**config.mk**
```make
export PLATFORM = sky130hd
export DESIGN_NAME = slider_motion_supervisor_flat
export DESIGN_NICKNAME = d
export VERILOG_FILES = /design/src/sv/sms_pkg.sv /design/src/sv/sms_if.sv /design/src/sv/sms_core.sv /design/src/sv/slider_motion_supervisor.sv /design/src/flat_wrapper.sv
export SDC_FILE = /design/constraint.sdc
export NUM_CORES = 1
export LEC_CHECK = 0
export BUFFER_PORTS_ARGS = -buffer_cell sky130_fd_sc_hd__buf_2
export CAP_MARGIN = 20
export CORE_MARGIN = 10
export CORE_UTILIZATION = 57
export DETAILED_ROUTE_END_ITERATION = 12
export PLACE_DENSITY = 0.81
export REMOVE_ABC_BUFFERS = 1
export SYNTH_ARGS = -nofsm -noshare
export SYNTH_HDL_FRONTEND = slang
export SYNTH_HIERARCHICAL = 1
export SYNTH_SLANG_ARGS = --single-unit
```
**constraint.sdc**
```tcl
create_clock -name clk -period 4.16 [get_ports clk]
set_input_delay 0.624 -clock clk [delete_from_list [all_inputs] [get_ports clk]]
set_output_delay 0.624 -clock clk [all_outputs]
set_load 0.02 [all_outputs]
```
**src/sv/sms_pkg.sv**
```systemverilog
// ----------------------------------------------------------------------------
// Slider motion supervisor package
// Shared types, codes and constants for the slider axis supervisor.
// ----------------------------------------------------------------------------
package sms_pkg;

    // Field widths.
    localparam int unsigned CMD_W    = 3;
    localparam int unsigned STEPS_W  = 32;
    localparam int unsigned SPEED_W  = 20;
    localparam int unsigned RAIL_W   = 31;
    localparam int unsigned REPLY_W  = 2;
    localparam int unsigned MCODE_W  = 3;
    localparam int unsigned STOP_W   = 2;
    localparam int unsigned CIDX_W   = 2;
    localparam int unsigned CDATA_W  = 31;

    // Command codes of an input beat.
    localparam logic [CMD_W-1:0] CMD_TICK      = 3'd0;
    localparam logic [CMD_W-1:0] CMD_HOME      = 3'd1;
    localparam logic [CMD_W-1:0] CMD_MOVE      = 3'd2;
    localparam logic [CMD_W-1:0] CMD_STOP      = 3'd3;
    localparam logic [CMD_W-1:0] CMD_CONFIGURE = 3'd4;
    localparam logic [CMD_W-1:0] CMD_DONE      = 3'd5;

    // Reply codes.
    localparam logic [REPLY_W-1:0] REPLY_OK      = 2'd0;
    localparam logic [REPLY_W-1:0] REPLY_BUSY    = 2'd1;
    localparam logic [REPLY_W-1:0] REPLY_INVALID = 2'd2;
    localparam logic [REPLY_W-1:0] REPLY_BOUNDS  = 2'd3;

    // Reported mode codes.
    localparam logic [MCODE_W-1:0] MCODE_IDLE        = 3'd0;
    localparam logic [MCODE_W-1:0] MCODE_HOMING      = 3'd1;
    localparam logic [MCODE_W-1:0] MCODE_MOVING      = 3'd2;
    localparam logic [MCODE_W-1:0] MCODE_CONFIGURING = 3'd3;
    localparam logic [MCODE_W-1:0] MCODE_ERROR       = 3'd4;

    // Stop command codes.
    localparam logic [STOP_W-1:0] STOP_NONE = 2'd0;
    localparam logic [STOP_W-1:0] STOP_SOFT = 2'd1;
    localparam logic [STOP_W-1:0] STOP_HOME = 2'd2;

    // Configuration register indexes.
    localparam logic [CIDX_W-1:0] REG_RAIL_LENGTH  = 2'd0;
    localparam logic [CIDX_W-1:0] REG_HOME_SPEED   = 2'd1;
    localparam logic [CIDX_W-1:0] REG_ACCELERATION = 2'd2;

    // Reset values of the configuration registers.
    localparam logic [RAIL_W-1:0]  RAIL_LENGTH_RST  = 31'd100000;
    localparam logic [SPEED_W-1:0] HOME_SPEED_RST   = 20'd1000;
    localparam logic [SPEED_W-1:0] ACCELERATION_RST = 20'd1000;

    // Step count issued with the homing move.
    localparam logic signed [STEPS_W-1:0] HOME_STEPS = -32'sd100000;

    typedef enum logic [3:0] {
        MODE_IDLE        = 4'b0001,
        MODE_HOMING      = 4'b0010,
        MODE_MOVING      = 4'b0100,
        MODE_CONFIGURING = 4'b1000
    } mode_t;

    typedef struct packed {
        logic [RAIL_W-1:0]  rail_length;
        logic [SPEED_W-1:0] home_speed;
        logic [SPEED_W-1:0] acceleration;
    } cfg_t;

    typedef struct packed {
        mode_t                      mode;
        logic                       homed;
        logic                       configured;
        logic signed [STEPS_W-1:0]  held_steps;
        logic [SPEED_W-1:0]         held_speed;
        logic                       home_pending;
        logic                       move_pending;
        logic                       stop_pending;
        logic                       config_pending;
        logic                       done;
    } state_t;

    typedef struct packed {
        logic [CMD_W-1:0]           command;
        logic signed [STEPS_W-1:0]  req_steps;
        logic [SPEED_W-1:0]         req_speed;
        logic signed [STEPS_W-1:0]  current_position;
        logic                       end_switch_hit;
    } req_t;

    typedef struct packed {
        logic [REPLY_W-1:0]         reply;
        logic [MCODE_W-1:0]         mode;
        logic                       fault_code;
        logic                       is_homed;
        logic                       is_configured;
        logic                       start_move;
        logic signed [STEPS_W-1:0]  move_steps;
        logic [SPEED_W-1:0]         move_speed;
        logic [SPEED_W-1:0]         move_accel;
        logic [STOP_W-1:0]          stop_motor;
        logic                       zero_position;
    } result_t;

    function automatic logic [MCODE_W-1:0] mode_code(input mode_t m);
        logic [MCODE_W-1:0] code;
        unique case (m)
            MODE_IDLE:        code = MCODE_IDLE;
            MODE_HOMING:      code = MCODE_HOMING;
            MODE_MOVING:      code = MCODE_MOVING;
            MODE_CONFIGURING: code = MCODE_CONFIGURING;
            default:          code = MCODE_ERROR;
        endcase
        return code;
    endfunction

endpackage

```
**src/sv/sms_if.sv**
```systemverilog
// ----------------------------------------------------------------------------
// Slider motion supervisor channels
// Valid/ready channels for requests, results and register writes.
// ----------------------------------------------------------------------------
interface sms_req_if;
    logic                                   valid;
    logic                                   ready;
    logic [sms_pkg::CMD_W-1:0]              command;
    logic signed [sms_pkg::STEPS_W-1:0]     req_steps;
    logic [sms_pkg::SPEED_W-1:0]            req_speed;
    logic signed [sms_pkg::STEPS_W-1:0]     current_position;
    logic                                   end_switch_hit;

    modport source (output valid, command, req_steps, req_speed, current_position,
                    end_switch_hit, input ready);
    modport sink   (input valid, command, req_steps, req_speed, current_position,
                    end_switch_hit, output ready);
endinterface

interface sms_rsp_if;
    logic                                   valid;
    logic                                   ready;
    logic [sms_pkg::REPLY_W-1:0]            reply;
    logic [sms_pkg::MCODE_W-1:0]            mode;
    logic                                   fault_code;
    logic                                   is_homed;
    logic                                   is_configured;
    logic                                   start_move;
    logic signed [sms_pkg::STEPS_W-1:0]     move_steps;
    logic [sms_pkg::SPEED_W-1:0]            move_speed;
    logic [sms_pkg::SPEED_W-1:0]            move_accel;
    logic [sms_pkg::STOP_W-1:0]             stop_motor;
    logic                                   zero_position;

    modport source (output valid, reply, mode, fault_code, is_homed, is_configured,
                    start_move, move_steps, move_speed, move_accel, stop_motor,
                    zero_position, input ready);
    modport sink   (input valid, reply, mode, fault_code, is_homed, is_configured,
                    start_move, move_steps, move_speed, move_accel, stop_motor,
                    zero_position, output ready);
endinterface

interface sms_cfg_if;
    logic                               valid;
    logic                               ready;
    logic [sms_pkg::CIDX_W-1:0]         index;
    logic [sms_pkg::CDATA_W-1:0]        data;

    modport source (output valid, index, data, input ready);
    modport sink   (input valid, index, data, output ready);
endinterface

```
**src/sv/sms_core.sv**
```systemverilog
// ----------------------------------------------------------------------------
// Slider motion supervisor decision logic
// Validates one request beat and works out the next state and the result.
// ----------------------------------------------------------------------------
module sms_core (
    input  sms_pkg::state_t  state,
    input  sms_pkg::cfg_t    cfg,
    input  sms_pkg::req_t    req,
    output sms_pkg::state_t  state_next,
    output sms_pkg::result_t result
);
    import sms_pkg::*;

    logic signed [STEPS_W:0] target;
    logic                    out_of_bounds;

    // Exact target position; once the axis is homed, a negative one or one past the rail is rejected.
    assign target = {req.current_position[STEPS_W-1], req.current_position}
                  + {req.req_steps[STEPS_W-1], req.req_steps};
    assign out_of_bounds = target[STEPS_W]
                        || (target[STEPS_W-1:0] > {1'b0, cfg.rail_length});

    always_comb
    begin
        state_next = state;
        result     = '0;
        result.reply = REPLY_OK;

        unique case (req.command)
            CMD_TICK:
            begin
                if (state.stop_pending)
                begin
                    state_next.stop_pending = 1'b0;
                    if (state.mode == MODE_MOVING || state.mode == MODE_HOMING)
                    begin
                        result.stop_motor = STOP_SOFT;
                    end
                end
                unique case (state.mode)
                    MODE_IDLE:
                    begin
                        priority if (state.home_pending)
                        begin
                            state_next.home_pending = 1'b0;
                            state_next.mode         = MODE_HOMING;
                            state_next.homed        = 1'b0;
                            state_next.done         = 1'b0;
                            result.start_move       = 1'b1;
                            result.move_steps       = HOME_STEPS;
                            result.move_speed       = cfg.home_speed;
                            result.move_accel       = cfg.acceleration;
                        end
                        else if (state.config_pending)
                        begin
                            state_next.config_pending = 1'b0;
                            state_next.mode           = MODE_CONFIGURING;
                        end
                        else if (state.move_pending)
                        begin
                            state_next.move_pending = 1'b0;
                            state_next.mode         = MODE_MOVING;
                            state_next.done         = 1'b0;
                            result.start_move       = 1'b1;
                            result.move_steps       = state.held_steps;
                            result.move_speed       = state.held_speed;
                            result.move_accel       = cfg.acceleration;
                        end
                    end
                    MODE_CONFIGURING:
                    begin
                        state_next.configured = 1'b1;
                        state_next.mode       = MODE_IDLE;
                    end
                    MODE_HOMING:
                    begin
                        if (state.done || req.end_switch_hit)
                        begin
                            result.stop_motor    = STOP_HOME;
                            result.zero_position = 1'b1;
                            state_next.homed     = 1'b1;
                            state_next.done      = 1'b1;
                            state_next.mode      = MODE_IDLE;
                        end
                    end
                    MODE_MOVING:
                    begin
                        if (state.done)
                        begin
                            state_next.done = 1'b0;
                            state_next.mode = MODE_IDLE;
                        end
                    end
                    default:
                    begin
                        state_next.mode = state.mode;
                    end
                endcase
            end
            CMD_HOME:
            begin
                if (state.mode != MODE_IDLE)
                begin
                    result.reply = REPLY_BUSY;
                end
                else
                begin
                    state_next.home_pending = 1'b1;
                end
            end
            CMD_MOVE:
            begin
                priority if (req.req_steps == '0 || req.req_speed == '0)
                begin
                    result.reply = REPLY_INVALID;
                end
                else if (state.mode != MODE_IDLE)
                begin
                    result.reply = REPLY_BUSY;
                end
                else if (state.homed && out_of_bounds)
                begin
                    result.reply = REPLY_BOUNDS;
                end
                else
                begin
                    state_next.held_steps   = req.req_steps;
                    state_next.held_speed   = req.req_speed;
                    state_next.move_pending = 1'b1;
                end
            end
            CMD_STOP:
            begin
                state_next.stop_pending = 1'b1;
            end
            CMD_CONFIGURE:
            begin
                if (state.mode != MODE_IDLE)
                begin
                    result.reply = REPLY_BUSY;
                end
                else
                begin
                    state_next.config_pending = 1'b1;
                end
            end
            CMD_DONE:
            begin
                state_next.done = 1'b1;
            end
            default:
            begin
                result.reply = REPLY_OK;
            end
        endcase

        result.mode          = mode_code(state_next.mode);
        result.fault_code    = 1'b0;
        result.is_homed      = state_next.homed;
        result.is_configured = state_next.configured;
    end

endmodule

```
**src/sv/slider_motion_supervisor.sv**
```systemverilog
// ----------------------------------------------------------------------------
// Slider motion supervisor
// Validates axis requests, serves them on scheduler ticks and issues stepper
// commands, one result beat per request beat.
// ----------------------------------------------------------------------------
//
//  Channel  Role   Carries
//  -------  -----  -----------------------------------------------------------
//  req      sink   one event per beat: tick, home, move, stop, configure, done
//  rsp      source one result per request beat: reply, mode, flags, commands
//  cfg      sink   register writes: rail_length, home_speed, acceleration
//
// Every request beat is decided in the cycle it is accepted and its result is
// registered, so the result appears in the cycle after acceptance.
// The block takes one beat per cycle; the only limit is the result register,
// which accepts a new beat whenever it is empty or being drained.
// A stall on rsp holds the result and drops req.ready until it is taken.
// Reset clears the axis state and loads the register defaults; cfg is always
// ready and a write takes effect from the next cycle.
//
module slider_motion_supervisor #(
    parameter logic [sms_pkg::RAIL_W-1:0]  RailLengthRst  = sms_pkg::RAIL_LENGTH_RST,
    parameter logic [sms_pkg::SPEED_W-1:0] HomeSpeedRst   = sms_pkg::HOME_SPEED_RST,
    parameter logic [sms_pkg::SPEED_W-1:0] AccelerationRst = sms_pkg::ACCELERATION_RST
) (
    input  logic       clk,
    input  logic       rst_n,
    sms_req_if.sink    req,
    sms_rsp_if.source  rsp,
    sms_cfg_if.sink    cfg
);
    import sms_pkg::*;

    state_t  state_reg;
    state_t  state_next;
    cfg_t    cfg_reg;
    req_t    req_beat;
    result_t result_reg;
    result_t result_next;
    logic    rsp_valid_reg;
    logic    req_fire;

    // The request beat is gathered into one word for the decision logic.
    assign req_beat.command          = req.command;
    assign req_beat.req_steps        = req.req_steps;
    assign req_beat.req_speed        = req.req_speed;
    assign req_beat.current_position = req.current_position;
    assign req_beat.end_switch_hit   = req.end_switch_hit;

    // A new beat is taken whenever the result register is free this cycle.
    assign req.ready = !rsp_valid_reg || rsp.ready;
    assign req_fire  = req.valid && req.ready;
    assign cfg.ready = 1'b1;

    sms_core u_core (
        .state      (state_reg),
        .cfg        (cfg_reg),
        .req        (req_beat),
        .state_next (state_next),
        .result     (result_next)
    );

    // Axis state advances only on an accepted beat.
    always_ff @(posedge clk or negedge rst_n)
    begin
        if (!rst_n)
        begin
            state_reg                <= '{mode: MODE_IDLE, default: '0};
            rsp_valid_reg            <= 1'b0;
        end
        else
        begin
            if (req_fire)
            begin
                state_reg     <= state_next;
                rsp_valid_reg <= 1'b1;
            end
            else if (rsp.ready)
            begin
                rsp_valid_reg <= 1'b0;
            end
        end
    end

    // Result payload needs no reset; it is qualified by rsp_valid_reg.
    always_ff @(posedge clk)
    begin
        if (req_fire)
        begin
            result_reg <= result_next;
        end
    end

    // Register writes. An index past the last register is ignored.
    always_ff @(posedge clk or negedge rst_n)
    begin
        if (!rst_n)
        begin
            cfg_reg.rail_length  <= RailLengthRst;
            cfg_reg.home_speed   <= HomeSpeedRst;
            cfg_reg.acceleration <= AccelerationRst;
        end
        else if (cfg.valid)
        begin
            unique case (cfg.index)
                REG_RAIL_LENGTH:  cfg_reg.rail_length  <= cfg.data[RAIL_W-1:0];
                REG_HOME_SPEED:   cfg_reg.home_speed   <= cfg.data[SPEED_W-1:0];
                REG_ACCELERATION: cfg_reg.acceleration <= cfg.data[SPEED_W-1:0];
                default:          cfg_reg.rail_length  <= cfg_reg.rail_length;
            endcase
        end
    end

    assign rsp.valid         = rsp_valid_reg;
    assign rsp.reply         = result_reg.reply;
    assign rsp.mode          = result_reg.mode;
    assign rsp.fault_code    = result_reg.fault_code;
    assign rsp.is_homed      = result_reg.is_homed;
    assign rsp.is_configured = result_reg.is_configured;
    assign rsp.start_move    = result_reg.start_move;
    assign rsp.move_steps    = result_reg.move_steps;
    assign rsp.move_speed    = result_reg.move_speed;
    assign rsp.move_accel    = result_reg.move_accel;
    assign rsp.stop_motor    = result_reg.stop_motor;
    assign rsp.zero_position = result_reg.zero_position;

    // A move or homing only starts from idle, where no stop can be issued.
    a_start_without_stop: assert property (@(posedge clk) disable iff (!rst_n)
        rsp_valid_reg && result_reg.start_move |-> result_reg.stop_motor == STOP_NONE)
        else $error("start-move issued together with a stop");

    // Zeroing the position only happens at the end of homing.
    a_zero_ends_homing: assert property (@(posedge clk) disable iff (!rst_n)
        rsp_valid_reg && result_reg.zero_position |->
            result_reg.stop_motor == STOP_HOME && result_reg.is_homed
            && result_reg.mode == MCODE_IDLE)
        else $error("position zeroed outside the end of homing");

    // Only a tick moves the state machine.
    a_mode_on_tick_only: assert property (@(posedge clk) disable iff (!rst_n)
        req_fire && req.command != CMD_TICK |=> state_reg.mode == $past(state_reg.mode))
        else $error("mode changed on a beat that is not a tick");

    // A beat is never accepted while a result is held back by a stall.
    a_no_overrun: assert property (@(posedge clk) disable iff (!rst_n)
        rsp_valid_reg && !rsp.ready |-> !req_fire)
        else $error("request accepted over a stalled result");

endmodule
```
**src/flat_wrapper.sv**
```systemverilog
// flat-port wrapper written by rule: the top's interface ports become plain ports
module slider_motion_supervisor_flat import sms_pkg::*;
#(
    parameter logic [sms_pkg::RAIL_W-1:0]  RailLengthRst  = sms_pkg::RAIL_LENGTH_RST,
    parameter logic [sms_pkg::SPEED_W-1:0] HomeSpeedRst   = sms_pkg::HOME_SPEED_RST,
    parameter logic [sms_pkg::SPEED_W-1:0] AccelerationRst = sms_pkg::ACCELERATION_RST
)
  (clk, rst_n, req_valid, req_command, req_req_steps, req_req_speed, req_current_position, req_end_switch_hit, req_ready, rsp_valid, rsp_reply, rsp_mode, rsp_fault_code, rsp_is_homed, rsp_is_configured, rsp_start_move, rsp_move_steps, rsp_move_speed, rsp_move_accel, rsp_stop_motor, rsp_zero_position, rsp_ready, cfg_valid, cfg_index, cfg_data, cfg_ready);
  sms_req_if req_i ();
  sms_rsp_if rsp_i ();
  sms_cfg_if cfg_i ();
  input  logic clk;
  input  logic rst_n;
  input wire logic [$bits(req_i.valid)-1:0] req_valid;
  input wire logic [$bits(req_i.command)-1:0] req_command;
  input wire logic [$bits(req_i.req_steps)-1:0] req_req_steps;
  input wire logic [$bits(req_i.req_speed)-1:0] req_req_speed;
  input wire logic [$bits(req_i.current_position)-1:0] req_current_position;
  input wire logic [$bits(req_i.end_switch_hit)-1:0] req_end_switch_hit;
  output wire logic [$bits(req_i.ready)-1:0] req_ready;
  output wire logic [$bits(rsp_i.valid)-1:0] rsp_valid;
  output wire logic [$bits(rsp_i.reply)-1:0] rsp_reply;
  output wire logic [$bits(rsp_i.mode)-1:0] rsp_mode;
  output wire logic [$bits(rsp_i.fault_code)-1:0] rsp_fault_code;
  output wire logic [$bits(rsp_i.is_homed)-1:0] rsp_is_homed;
  output wire logic [$bits(rsp_i.is_configured)-1:0] rsp_is_configured;
  output wire logic [$bits(rsp_i.start_move)-1:0] rsp_start_move;
  output wire logic [$bits(rsp_i.move_steps)-1:0] rsp_move_steps;
  output wire logic [$bits(rsp_i.move_speed)-1:0] rsp_move_speed;
  output wire logic [$bits(rsp_i.move_accel)-1:0] rsp_move_accel;
  output wire logic [$bits(rsp_i.stop_motor)-1:0] rsp_stop_motor;
  output wire logic [$bits(rsp_i.zero_position)-1:0] rsp_zero_position;
  input wire logic [$bits(rsp_i.ready)-1:0] rsp_ready;
  input wire logic [$bits(cfg_i.valid)-1:0] cfg_valid;
  input wire logic [$bits(cfg_i.index)-1:0] cfg_index;
  input wire logic [$bits(cfg_i.data)-1:0] cfg_data;
  output wire logic [$bits(cfg_i.ready)-1:0] cfg_ready;
  assign req_i.valid = req_valid;
  assign req_i.command = req_command;
  assign req_i.req_steps = req_req_steps;
  assign req_i.req_speed = req_req_speed;
  assign req_i.current_position = req_current_position;
  assign req_i.end_switch_hit = req_end_switch_hit;
  assign req_ready = req_i.ready;
  assign rsp_valid = rsp_i.valid;
  assign rsp_reply = rsp_i.reply;
  assign rsp_mode = rsp_i.mode;
  assign rsp_fault_code = rsp_i.fault_code;
  assign rsp_is_homed = rsp_i.is_homed;
  assign rsp_is_configured = rsp_i.is_configured;
  assign rsp_start_move = rsp_i.start_move;
  assign rsp_move_steps = rsp_i.move_steps;
  assign rsp_move_speed = rsp_i.move_speed;
  assign rsp_move_accel = rsp_i.move_accel;
  assign rsp_stop_motor = rsp_i.stop_motor;
  assign rsp_zero_position = rsp_i.zero_position;
  assign rsp_i.ready = rsp_ready;
  assign cfg_i.valid = cfg_valid;
  assign cfg_i.index = cfg_index;
  assign cfg_i.data = cfg_data;
  assign cfg_ready = cfg_i.ready;
  slider_motion_supervisor #(.RailLengthRst(RailLengthRst), .HomeSpeedRst(HomeSpeedRst), .AccelerationRst(AccelerationRst)) u_core (.clk(clk), .rst_n(rst_n), .req(req_i), .rsp(rsp_i), .cfg(cfg_i));
endmodule
```
==> results.sh, run 1 <==
export IMPL_path_max_fanout=6
export IMPL_max_cap_violations=0
export IMPL_final_cell_area_sq_um=15400
export IMPL_period_needed_ns=5.11
export IMPL_clk_insertion_delay_late_ns=0.53
export IMPL_io_pins=213
export IMPL_placed_cell_area_sq_um=14100
export IMPL_finalHoldViolCount=0
export IMPL_synthesis_yosys_warnings=6
export IMPL_post_synthesis_instance_area_sq_um=12100
export IMPL_tritoncts="done"
export IMPL_maximum_number_of_pins_on_one_net_before_global_route_repair=81
export IMPL_crit_path_end_kind="register"
export IMPL_dr_pass1_iters=5
export IMPL_grt_pass1_wl_mm=50.5
export IMPL_powerDensity_nw_per_um2=484
export IMPL_totalNegativeSetupSlack_ns=-48.85
export IMPL_antenna_violating_nets_post_route=0
export IMPL_rsz0062_at_grt="yes"
export IMPL_run_status="finished, violations left"
export IMPL_timing_hold_worst_class="in -> async"
export IMPL_final_setup_worst_slack_ns=-0.947
export IMPL_cts_htree_levels=1
export IMPL_synth_sequential_area_ratio_pct=49.1
export IMPL_post_drt_wl_per_cell_microns=20.4
export IMPL_dominantRegCellSynth="sky130_fd_sc_hd__dfrtp_1"
export IMPL_numPortBuffers=211
export IMPL_p_leak_uw=0.00725
export IMPL_crit_type="in -> reg"
export IMPL_final_period_utilization_pct=123
export IMPL_global_route_overflow_total=0
export IMPL_areaGrowthSynthToFinish_pct=27.8
export IMPL_post_route_cells_drive_above_1_share_pct=47.5
export IMPL_cts_buffer_count=25
export IMPL_distinct_cell_type_count_of_the_synthesized_netlist=59
export IMPL_drt_iter0_markers=584
export IMPL_via_count=9114
export IMPL_synth_edff_count=84
export IMPL_die_width_microns=166
export IMPL_totalPowerFinal_uw=7470
export IMPL_vdd_drop_max_mv=0.430
export IMPL_max_clock_freq_mhz=196
export IMPL_drc=0
export IMPL_dp_hpwl_mm=23.4
export IMPL_async_flop_share_pct=61.6
export IMPL_clock_skew_ns=0.0113
export IMPL_post_drt_via_cell_ratio=5.63
export IMPL_chipHeight_microns=166
export IMPL_mapped_cells=985
export IMPL_worstPathArrival_ns=5.51
export IMPL_cts_reportedPaths_clkPinSlew_ns=0.06
export IMPL_pins_over_slew_limit=0
export IMPL_clock_sink_count=219
export IMPL_setup_worst_path_start_class="input port"
export IMPL_clock_root_buffer="sky130_fd_sc_hd__clkbuf_16"
export IMPL_number_of_global_route_vias_before_repair=9576
export IMPL_critPathRequiredTime_ns=4.56
export IMPL_largest_register_ffs=71
export IMPL_gr_usage_all_layers_pct=23.2
export IMPL_floorplan_die_area_sq_um=27400
export IMPL_violations="negative setup slack"
export IMPL_place_gp_congestion=0.911
export IMPL_synthesis_area_per_instance_sq_um=12.3
export IMPL_setup_viol=55
export IMPL_utilization_pct=73.6
export IMPL_start_util_pct=57.6
export IMPL_postCtsHoldBufs=0
export IMPL_grt_antenna_before_repair=6
export IMPL_worst_slew_pin_transition_ns=0.971
export IMPL_layout_nets=1511
export IMPL_clock_path_buffers=3
export IMPL_slew_limit_headroom_pct=35.3
export IMPL_design_core_area_sq_um=21000
export IMPL_yosys_register_bits=219
export IMPL_routed_wl_mm=33.1
export IMPL_core_rowCount=53
synth_stat cells, drive strengths merged, types with 2 or more instances:
cell type	number	area, sq um
o41ai	3	45.1
inv	52	195
or3	5	31.3
a211oi	3	22.5
o21a	9	67.6
nand3b	2	15.0
a221oi	2	23.8
nor2b	4	25.0
dfrtp	116	2900
and4	3	26.3
nor4	15	93.8
xnor2	22	193
o21ai	27	135
o31ai	3	22.5
nor3	14	70.1
and3	3	18.8
buf	23	225
a31oi	5	31.3
mux2	187	2290
nand2b	5	38.8
edfxtp	84	2520
clkbuf	17	63.8
nor2	90	338
o211ai	6	58.8
conb	2	7.51
nand4	12	75.1
nand3	9	45.0
o21bai	6	45.0
o22ai	5	31.3
and2	34	213
a211o	2	17.5
mux2i	20	200
a21o	14	105
nand2	24	97.6
a21oi	53	265
xor2	9	78.8
ha	63	788
dfstp	19	499
power by group:
group	total, uW	internal, uW	switching, uW
clock network	2140	1260	884
registers	3080	2730	353
logic	2250	1240	1010
total	7470	5230	2240
final cells by class:
cell class	instances	area (sq um)
antenna	5	12.5
clock buffer	31	658
clock inverter	15	149
fill	1438	5530
inverter	52	196
multi-input combinational	674	5870
sequential	219	5930
tap	275	344
timing repair buffer	349	2270
cells in the final DEF (no fill, tap or decap), types with 6 or more instances in the layout:
master	netlist	final
sky130_fd_sc_hd__mux2_4	49	51
sky130_fd_sc_hd__mux2_2	136	134
sky130_fd_sc_hd__a21o_1	14	14
sky130_fd_sc_hd__ha_1	63	60
sky130_fd_sc_hd__a21oi_1	53	41
sky130_fd_sc_hd__buf_4	9	126
sky130_fd_sc_hd__a21oi_2	0	10
sky130_fd_sc_hd__clkbuf_16	0	25
sky130_fd_sc_hd__nand2_1	23	22
sky130_fd_sc_hd__nor4_1	15	15
sky130_fd_sc_hd__o21ai_0	27	24
sky130_fd_sc_hd__buf_2	0	208
sky130_fd_sc_hd__nor3_1	14	14
sky130_fd_sc_hd__o21a_1	9	9
sky130_fd_sc_hd__inv_1	52	51
sky130_fd_sc_hd__nand3_1	9	8
sky130_fd_sc_hd__nand4_1	12	12
sky130_fd_sc_hd__dfrtp_1	116	115
sky130_fd_sc_hd__dfstp_2	19	19
sky130_fd_sc_hd__edfxtp_1	84	84
sky130_fd_sc_hd__and2_1	34	33
sky130_fd_sc_hd__o21bai_1	6	6
sky130_fd_sc_hd__xor2_1	9	9
sky130_fd_sc_hd__mux2i_1	20	20
sky130_fd_sc_hd__xnor2_1	22	22
sky130_fd_sc_hd__nor2_1	90	88
metrics by stage:
step	instances	hold slack [ns]	worst slack, ns
detailed placement	1547	0.479	-1.71
finish	1620	0.159	-0.947
floorplan	945	0.328	-2.12
global route	1618	0.197	-1.06
CTS	1607	0.177	-0.936
global placement	1546	0.473	-1.55
critical path, cell delays in order:
cell and delay, ns:
sky130_fd_sc_hd__buf_8 0.10, sky130_fd_sc_hd__ha_4 0.16, sky130_fd_sc_hd__fa_2 0.36, sky130_fd_sc_hd__a211oi_2 0.27
sky130_fd_sc_hd__o211ai_1 0.19, sky130_fd_sc_hd__a21oi_2 0.23, sky130_fd_sc_hd__o21ai_2 0.10, sky130_fd_sc_hd__a21o_1 0.18
sky130_fd_sc_hd__a21oi_2 0.18, sky130_fd_sc_hd__o21ai_2 0.08, sky130_fd_sc_hd__nor2_1 0.13, sky130_fd_sc_hd__xnor2_1 0.14
sky130_fd_sc_hd__ha_1 0.26, sky130_fd_sc_hd__and2_4 0.17, sky130_fd_sc_hd__a221o_1 0.29, sky130_fd_sc_hd__a21o_1 0.16
sky130_fd_sc_hd__a21oi_2 0.12, sky130_fd_sc_hd__o2111a_2 0.23, sky130_fd_sc_hd__a21oi_4 0.08, sky130_fd_sc_hd__and4bb_4 0.39
sky130_fd_sc_hd__o211ai_4 0.13, sky130_fd_sc_hd__buf_12 0.19, sky130_fd_sc_hd__buf_12 0.14, sky130_fd_sc_hd__mux2_4 0.30
sky130_fd_sc_hd__mux2_4 0.28
worst paths after layout:
path / startpoint / endpoint / slack (ns) / depth (start not counted)
min in group clk: cfg_data[25] / u_core/cfg_reg[65] / 0.33 / 2
worst min register to register: u_core/cfg_reg[43] / u_core/cfg_reg[43] / 0.49 / 1
worst min-delay path: rst_n / u_core/cfg_reg[38] / 0.16 / 1
worst max-delay path: req_req_steps[0] / u_core/state_reg[27] / -0.95 / 25
max in group asynchronous: rst_n / u_core/cfg_reg[25] / 3.08 / 2
worst max register to register: u_core/cfg_reg[49] / u_core/state_reg[27] / 0.54 / 14
timing repair:
| action | CTS | global route |
|---|---|---|
| gates cloned | 4 | 0 |
| setup buffers | 10 | 7 |
| setup endpoints to repair | 55 | 55 |
| endpoints found under the hold margin | 0 | 0 |
| pin swaps | 22 | 21 |
| resized for setup | 32 | 27 |
routing by layer:
| layer | GRT usage [%] | vias to the layer above | share of wire (%) |
|---|---|---|---|
| met5 | 0 | - | 0.021 |
| met4 | 6.03 | 2 | 1.9 |
| met3 | 3.94 | 39 | 7.4 |
| met2 | 40.5 | 328 | 51 |
| met1 | 29.3 | 4491 | 39 |
| li1 | - | 4254 | - |
cell families (layout without fill, tap and decap cells):
kind of cell	count (synthesis)	count (layout)	share of synthesized area [%]
AO/OA/AOI/OAI	148	148	7.97
XOR/XNOR	31	31	2.25
adder cells (fa/ha/maj)	64	64	6.70
buffers and inverters	92	447	4.01
flip-flops	219	219	49.1
multiplexers	207	207	20.6
other	2	7	0.0622
AND/OR/NAND/NOR	222	222	9.30
(Power assumes the default switching activity.)
==> run 2: changes to the inputs <==
--- a/config.mk
+++ b/config.mk
@@ -8,9 +8,8 @@
 export BUFFER_PORTS_ARGS = -buffer_cell sky130_fd_sc_hd__buf_2
 export CAP_MARGIN = 20
 export CORE_MARGIN = 10
-export CORE_UTILIZATION = 57
+export CORE_UTILIZATION = 40
 export DETAILED_ROUTE_END_ITERATION = 12
-export PLACE_DENSITY = 0.81
 export REMOVE_ABC_BUFFERS = 1
 export SYNTH_ARGS = -nofsm -noshare
 export SYNTH_HDL_FRONTEND = slang
==> run 2 against run 1 <==
Compared with the run above: the flow still finishes with violations (negative setup slack); core utilization is 20 points lower; worst hold slack is essentially flat; register-to-register slack gained 0.11 ns; critical path depth did not move; sequential power fell by 2%; sequential share of layout area is 1.2 points lower; non-clock buffer count grew 15; die area is 37% higher; clock skew decreased by 0.0017 ns; global-route usage shrank 6.3 points; design area grew 3.3%; worst setup slack better by 0.10 ns.
==> results.sh, run 2 (synthesized netlist as in run 1, its figures left out) <==
export IMPL_run_status="finished, violations left"
export IMPL_violations="negative setup slack"
export IMPL_sw_frac_of_total_pct=29.1
export IMPL_antenna_violating_nets_post_route=0
export IMPL_postCtsHoldBufs=0
export IMPL_slew_limit_headroom_pct=37.4
export IMPL_powerDensity_nw_per_um2=479
export IMPL_post_drt_wl_per_cell_microns=19.2
export IMPL_floorplan_die_area_sq_um=37500
export IMPL_p_comb_share_pct=30.2
export IMPL_p_clk_share_pct=30.3
export IMPL_rsz0062_at_grt="yes"
export IMPL_routed_wl_mm=33.6
export IMPL_grt_util_met1_pct=21.7
export IMPL_start_util_pct=40.6
export IMPL_final_cell_count_no_fill=1749
export IMPL_vdd_drop_max_mv=0.277
export IMPL_timing_hold_worst_class="in -> async"
export IMPL_most_common_layout_cells="sky130_fd_sc_hd__buf_2, sky130_fd_sc_hd__buf_4, sky130_fd_sc_hd__mux2_2"
export IMPL_ff2ff_path_depth=14
export IMPL_via_count=8900
export IMPL_io_pins=213
export IMPL_number_of_buffer_and_inverter_instances_along_the_worst_setup_path=3
export IMPL_critical_path_top_delay_family="compound AO/OA/AOI/OAI gates"
export IMPL_max_clock_freq_mhz=200
export IMPL_clock_skew_ns=0.00956
export IMPL_layout_nets=1526
export IMPL_dr_pass1_iters=5
export IMPL_rrSetupSlack_ns=0.65
export IMPL_regToRegEndpoint="u_core/state_reg[28]"
export IMPL_dp_hpwl_mm=24.4
export IMPL_cp_slowest_stage_delay_ns=0.35
export IMPL_grt_antenna_before_repair=5
export IMPL_final_period_utilization_pct=120
export IMPL_setup_worst_path_start_class="input port"
export IMPL_gr_usage_all_layers_pct=17.0
export IMPL_number_of_global_route_vias_before_repair=9241
export IMPL_maximum_number_of_pins_on_one_net_before_global_route_repair=81
export IMPL_place_gp_congestion=0.875
export IMPL_pins_over_slew_limit=0
export IMPL_chipHeight_microns=194
export IMPL_setup_viol=55
export IMPL_dp_slack_ns=-1.78
export IMPL_cts_reportedPaths_clkPinSlew_ns=0.06
export IMPL_grt_pass1_wl_mm=51.7
export IMPL_worst_slew_pin_transition_ns=0.938
export IMPL_totalNegativeSetupSlack_ns=-42.54
export IMPL_clock_sink_count=219
export IMPL_mostFrequentLayoutCell="sky130_fd_sc_hd__buf_2"
export IMPL_grt_busiest_layer="met2"
export IMPL_worstPathArrival_ns=5.41
export IMPL_max_cap_violations=0
export IMPL_finalHoldViolCount=0
export IMPL_final_cell_area_sq_um=15900
export IMPL_tritoncts="done"
export IMPL_crit_type="in -> reg"
export IMPL_design_core_area_sq_um=29700
export IMPL_numPortBuffers=211
export IMPL_rr_startpoint="u_core/cfg_reg[49]"
export IMPL_gr_usage_met3_pct=3.63
export IMPL_period_needed_ns=5.00
export IMPL_final_setup_worst_slack_ns=-0.843
export IMPL_post_route_cells_drive_above_1_share_pct=49.6
export IMPL_drc=0
export IMPL_post_drt_via_cell_ratio=5.09
export IMPL_power_report_internal_total_uw=5410
export IMPL_die_width_microns=194
export IMPL_cts_buffer_count=25
export IMPL_cts_htree_levels=1
export IMPL_largest_register_ffs=71
export IMPL_gr_usage_met2_pct=29.0
export IMPL_placed_cells_incl_taps=1672
export IMPL_clock_path_buffers=3
export IMPL_areaGrowthSynthToFinish_pct=32.1
export IMPL_path_max_fanout=7
export IMPL_clock_root_buffer="sky130_fd_sc_hd__clkbuf_16"
export IMPL_power_sequential_fraction_pct=39.5
export IMPL_cp_slowest_cell="sky130_fd_sc_hd__fa_2"
export IMPL_clk_insertion_delay_late_ns=0.53
export IMPL_global_route_overflow_total=0
export IMPL_core_rowCount=63
export IMPL_drt_iter0_markers=473
export IMPL_placed_cell_area_sq_um=14300
export IMPL_crit_path_end_kind="register"
export IMPL_p_leak_uw=0.00738
export IMPL_power_net_switching_uw=2220
export IMPL_critPathRequiredTime_ns=4.57
-- run 2: layout make-up --
cell class,count,area [sq um]
fill,2612,13800
timing repair buffer,364,2380
clock inverter,13,163
multi-input combinational,674,6060
antenna,4,10.0
clock buffer,33,716
sequential,219,5930
inverter,52,198
tap,390,488
-- run 2: power groups by stage --
stage | combinational, uW | clock (uW) | sequential (uW)
2_1_floorplan | 1460 | 0 | 3070
3_3_place_gp | 2080 | 0 | 3030
3_5_place_dp | 2140 | 0 | 3050
4_1_cts | 2240 | 2380 | 3010
5_1_grt | 2540 | 2470 | 3080
6_report | 2310 | 2310 | 3010
-- run 2: timing repair --
| item | 4_1_cts | 5_1_grt |
|---|---|---|
| endpoints found under the setup margin | 55 | 55 |
| gates resized for setup | 46 | 53 |
| setup buffers | 15 | 12 |
| gates cloned | 4 | 0 |
| pin swaps | 27 | 37 |
-- run 2: stage by stage --
stage / total power, uW / hold slack (ns) / utilization, %
global placement: 5110 / 0.473 / 48.1
finish: 7630 / 0.159 / 53.6
CTS: 7630 / 0.184 / 52.5
global route: 8090 / 0.206 / 53.6
detailed placement: 5190 / 0.480 / 48.1
floorplan: 4530 / 0.328 / -
-- run 2: worst max-delay path by stage --
stage,cells past startpoint,from,slack (ns),endpoint
6_report,25,req_req_steps[0],-0.84,u_core/state_reg[28]
5_1_grt,25,req_req_steps[0],-0.95,u_core/state_reg[28]
4_1_cts,25,req_req_steps[0],-0.92,u_core/state_reg[28]
3_5_place_dp,24,req_current_position[0],-1.78,u_core/state_reg[56]
3_3_place_gp,24,req_current_position[0],-1.64,u_core/state_reg[56]
2_1_floorplan,22,req_current_position[0],-2.12,u_core/state_reg[56]
-- run 2: routing by layer --
| layer | up-vias | wire length [microns] |
|---|---|---|
| met5 | - | 7 |
| met2 | 187 | 16600 |
| met3 | 38 | 1670 |
| met1 | 4389 | 14900 |
| met4 | 2 | 440 |
| li1 | 4284 | - |
==> run 3: changes to the inputs <==
==> constraint.sdc (replaced) <==
create_clock -name clk -period 4.4 [get_ports clk]
set_input_delay 0.66 -clock clk [delete_from_list [all_inputs] [get_ports clk]]
set_output_delay 0.66 -clock clk [all_outputs]
set_load 0.02 [all_outputs]
==> run 3 against run 2 <==
Compared with the run above: wire length rose by 0.49%; final cell count shrank 0.63%; die area did not move; sequential share of layout area is 0.75 points higher; combinational power down 8%; the run still ends with negative setup slack left; power is 8.6% lower.
==> results.sh, run 3 (synthesized netlist as in run 1, its figures left out) <==
export IMPL_setup_viol=55
export IMPL_dp_slack_ns=-1.60
export IMPL_regToRegEndpoint="u_core/state_reg[9]"
export IMPL_max_cap_violations=0
export IMPL_crit_type="in -> reg"
export IMPL_areaGrowthSynthToFinish_pct=29.4
export IMPL_grt_pass1_wl_mm=52.3
export IMPL_critPathRequiredTime_ns=4.82
export IMPL_number_of_global_route_vias_before_repair=9240
export IMPL_slew_limit_headroom_pct=51.0
export IMPL_path_common_cell="sky130_fd_sc_hd__a21oi_2"
export IMPL_final_period_utilization_pct=115
export IMPL_via_count=8853
export IMPL_die_width_microns=194
export IMPL_post_route_cells_drive_above_1_share_pct=47.2
export IMPL_totalPowerFinal_uw=6980
export IMPL_cts_reportedPaths_clkPinSlew_ns=0.06
export IMPL_crit_path_end_kind="register"
export IMPL_rr_startpoint="u_core/cfg_reg[49]"
export IMPL_cts_buffer_count=26
export IMPL_chipHeight_microns=194
export IMPL_critical_path_top_delay_family="compound AO/OA/AOI/OAI gates"
export IMPL_final_cell_count_no_fill=1738
export IMPL_tritoncts="done"
export IMPL_placed_cells_incl_taps=1666
export IMPL_p_leak_uw=0.00728
export IMPL_routed_wl_mm=33.8
export IMPL_clk_insertion_delay_late_ns=0.54
export IMPL_regArea_sq_um=5930
export IMPL_worst_slew_pin_transition_ns=0.735
export IMPL_power_sequential_fraction_pct=40.9
export IMPL_path_max_fanout=8
export IMPL_maximum_number_of_pins_on_one_net_before_global_route_repair=86
export IMPL_worstPathArrival_ns=5.48
export IMPL_p_comb_share_pct=30.6
export IMPL_violations="negative setup slack"
export IMPL_fill_cells=2651
export IMPL_start_util_pct=40.6
export IMPL_cts_htree_levels=1
export IMPL_clock_path_buffers=3
export IMPL_layout_nets=1515
export IMPL_final_setup_worst_slack_ns=-0.665
export IMPL_numPortBuffers=211
export IMPL_crit_start="req_req_steps[0]"
export IMPL_cp_slowest_stage_delay_ns=0.37
export IMPL_pins_over_slew_limit=0
export IMPL_place_gp_congestion=0.889
export IMPL_global_route_overflow_total=0
export IMPL_clock_skew_ns=0.00825
export IMPL_run_status="finished, violations left"
export IMPL_mostFrequentLayoutCell="sky130_fd_sc_hd__buf_2"
export IMPL_sw_frac_of_total_pct=29.8
export IMPL_post_drt_wl_per_cell_microns=19.4
export IMPL_floorplan_die_area_sq_um=37500
export IMPL_vdd_drop_max_mv=0.230
export IMPL_clock_root_buffer="sky130_fd_sc_hd__clkbuf_16"
export IMPL_p_clk_share_pct=28.5
export IMPL_cp_slowest_cell="sky130_fd_sc_hd__and4bb_4"
export IMPL_finalHoldViolCount=0
export IMPL_max_clock_freq_mhz=197
export IMPL_dp_hpwl_mm=24.3
export IMPL_multi_input_area_sq_um=5870
export IMPL_setup_worst_path_start_class="input port"
export IMPL_rsz0062_at_grt="yes"
export IMPL_number_of_buffer_and_inverter_instances_along_the_worst_setup_path=3
export IMPL_powerDensity_nw_per_um2=447
export IMPL_antenna_violating_nets_post_route=0
export IMPL_timing_hold_worst_class="in -> async"
export IMPL_clock_sink_count=219
export IMPL_rrSetupSlack_ns=0.79
export IMPL_postCtsHoldBufs=0
export IMPL_core_rowCount=63
export IMPL_most_common_layout_cells="sky130_fd_sc_hd__buf_2, sky130_fd_sc_hd__mux2_2, sky130_fd_sc_hd__buf_4"
export IMPL_power_net_switching_uw=2080
export IMPL_dr_pass1_iters=4
export IMPL_post_drt_via_cell_ratio=5.09
export IMPL_ff2ff_path_depth=14
export IMPL_io_pins=213
export IMPL_gr_usage_all_layers_pct=17.2
export IMPL_largest_register_ffs=71
export IMPL_drt_iter0_markers=430
export IMPL_drc=0
export IMPL_power_report_internal_total_uw=4900
export IMPL_period_needed_ns=5.07
export IMPL_grt_antenna_before_repair=6
export IMPL_utilization_pct=52.6
export IMPL_design_core_area_sq_um=29700
-- run 3: cell types whose count changed in the layout (fill, tap and decap cells not counted), sizes merged --
cell      previous run  this run
diode                4         3
bufinv               3         0
buf                364       349
clkinvlp             3         1
clkinv               6        12
clkbuf              33        37
-- run 3: per-stage QoR --
step,hold WS (ns),area (sq um),setup TNS (ns)
6_report,0.0603,15600,-32.89
5_1_grt,0.0860,15600,-42.48
4_1_cts,0.0806,15400,-38.34
3_5_place_dp,0.479,14300,-80.64
3_3_place_gp,0.476,14300,-76.04
2_1_floorplan,0.364,11800,-97.89
-- run 3: layout make-up --
| cell class | count | share of cell area [%] |
|---|---|---|
| Antenna cell | 3 | 0.0481 |
| Multi-Input combinational cell | 674 | 37.6 |
| Clock buffer | 34 | 4.55 |
| Inverter | 52 | 1.27 |
| Tap cell | 390 | 3.12 |
| Clock inverter | 14 | 0.497 |
| Timing Repair Buffer | 352 | 15.0 |
| Sequential cell | 219 | 37.9 |
-- run 3: what timing repair did --
| action | 4_1_cts | 5_1_grt |
|---|---|---|
| cloned | 5 | 2 |
| resized for setup | 30 | 29 |
| endpoints found under the setup margin | 55 | 55 |
| setup buffers | 7 | 5 |
| pin swaps | 18 | 30 |
-- run 3: how the worst max path moves through the flow --
stage	endpoint	slack [ns]	cells past startpoint
6_report	u_core/state_reg[9]	-0.67	25
4_1_cts	u_core/state_reg[52]	-0.75	25
3_3_place_gp	u_core/state_reg[56]	-1.51	23
3_5_place_dp	u_core/state_reg[56]	-1.60	23
2_1_floorplan	u_core/state_reg[56]	-1.92	22
5_1_grt	u_core/state_reg[9]	-0.83	25
-- run 3: power by group through the flow --
stage | Sequential, uW | Combinational [uW] | Clock (uW)
after floorplan | 2900 | 1380 | 0
after global placement | 2870 | 1970 | 0
after detailed placement | 2890 | 2020 | 0
after CTS | 2850 | 2090 | 2050
after global routing | 2920 | 2340 | 2150
final | 2860 | 2130 | 1990
-- run 3: per-layer routing --
layer,part of all wire (%),global-route usage [%]
met5,0.11,0
met4,2.0,4.35
met3,5.5,3.56
met2,48,28.6
met1,44,22.3
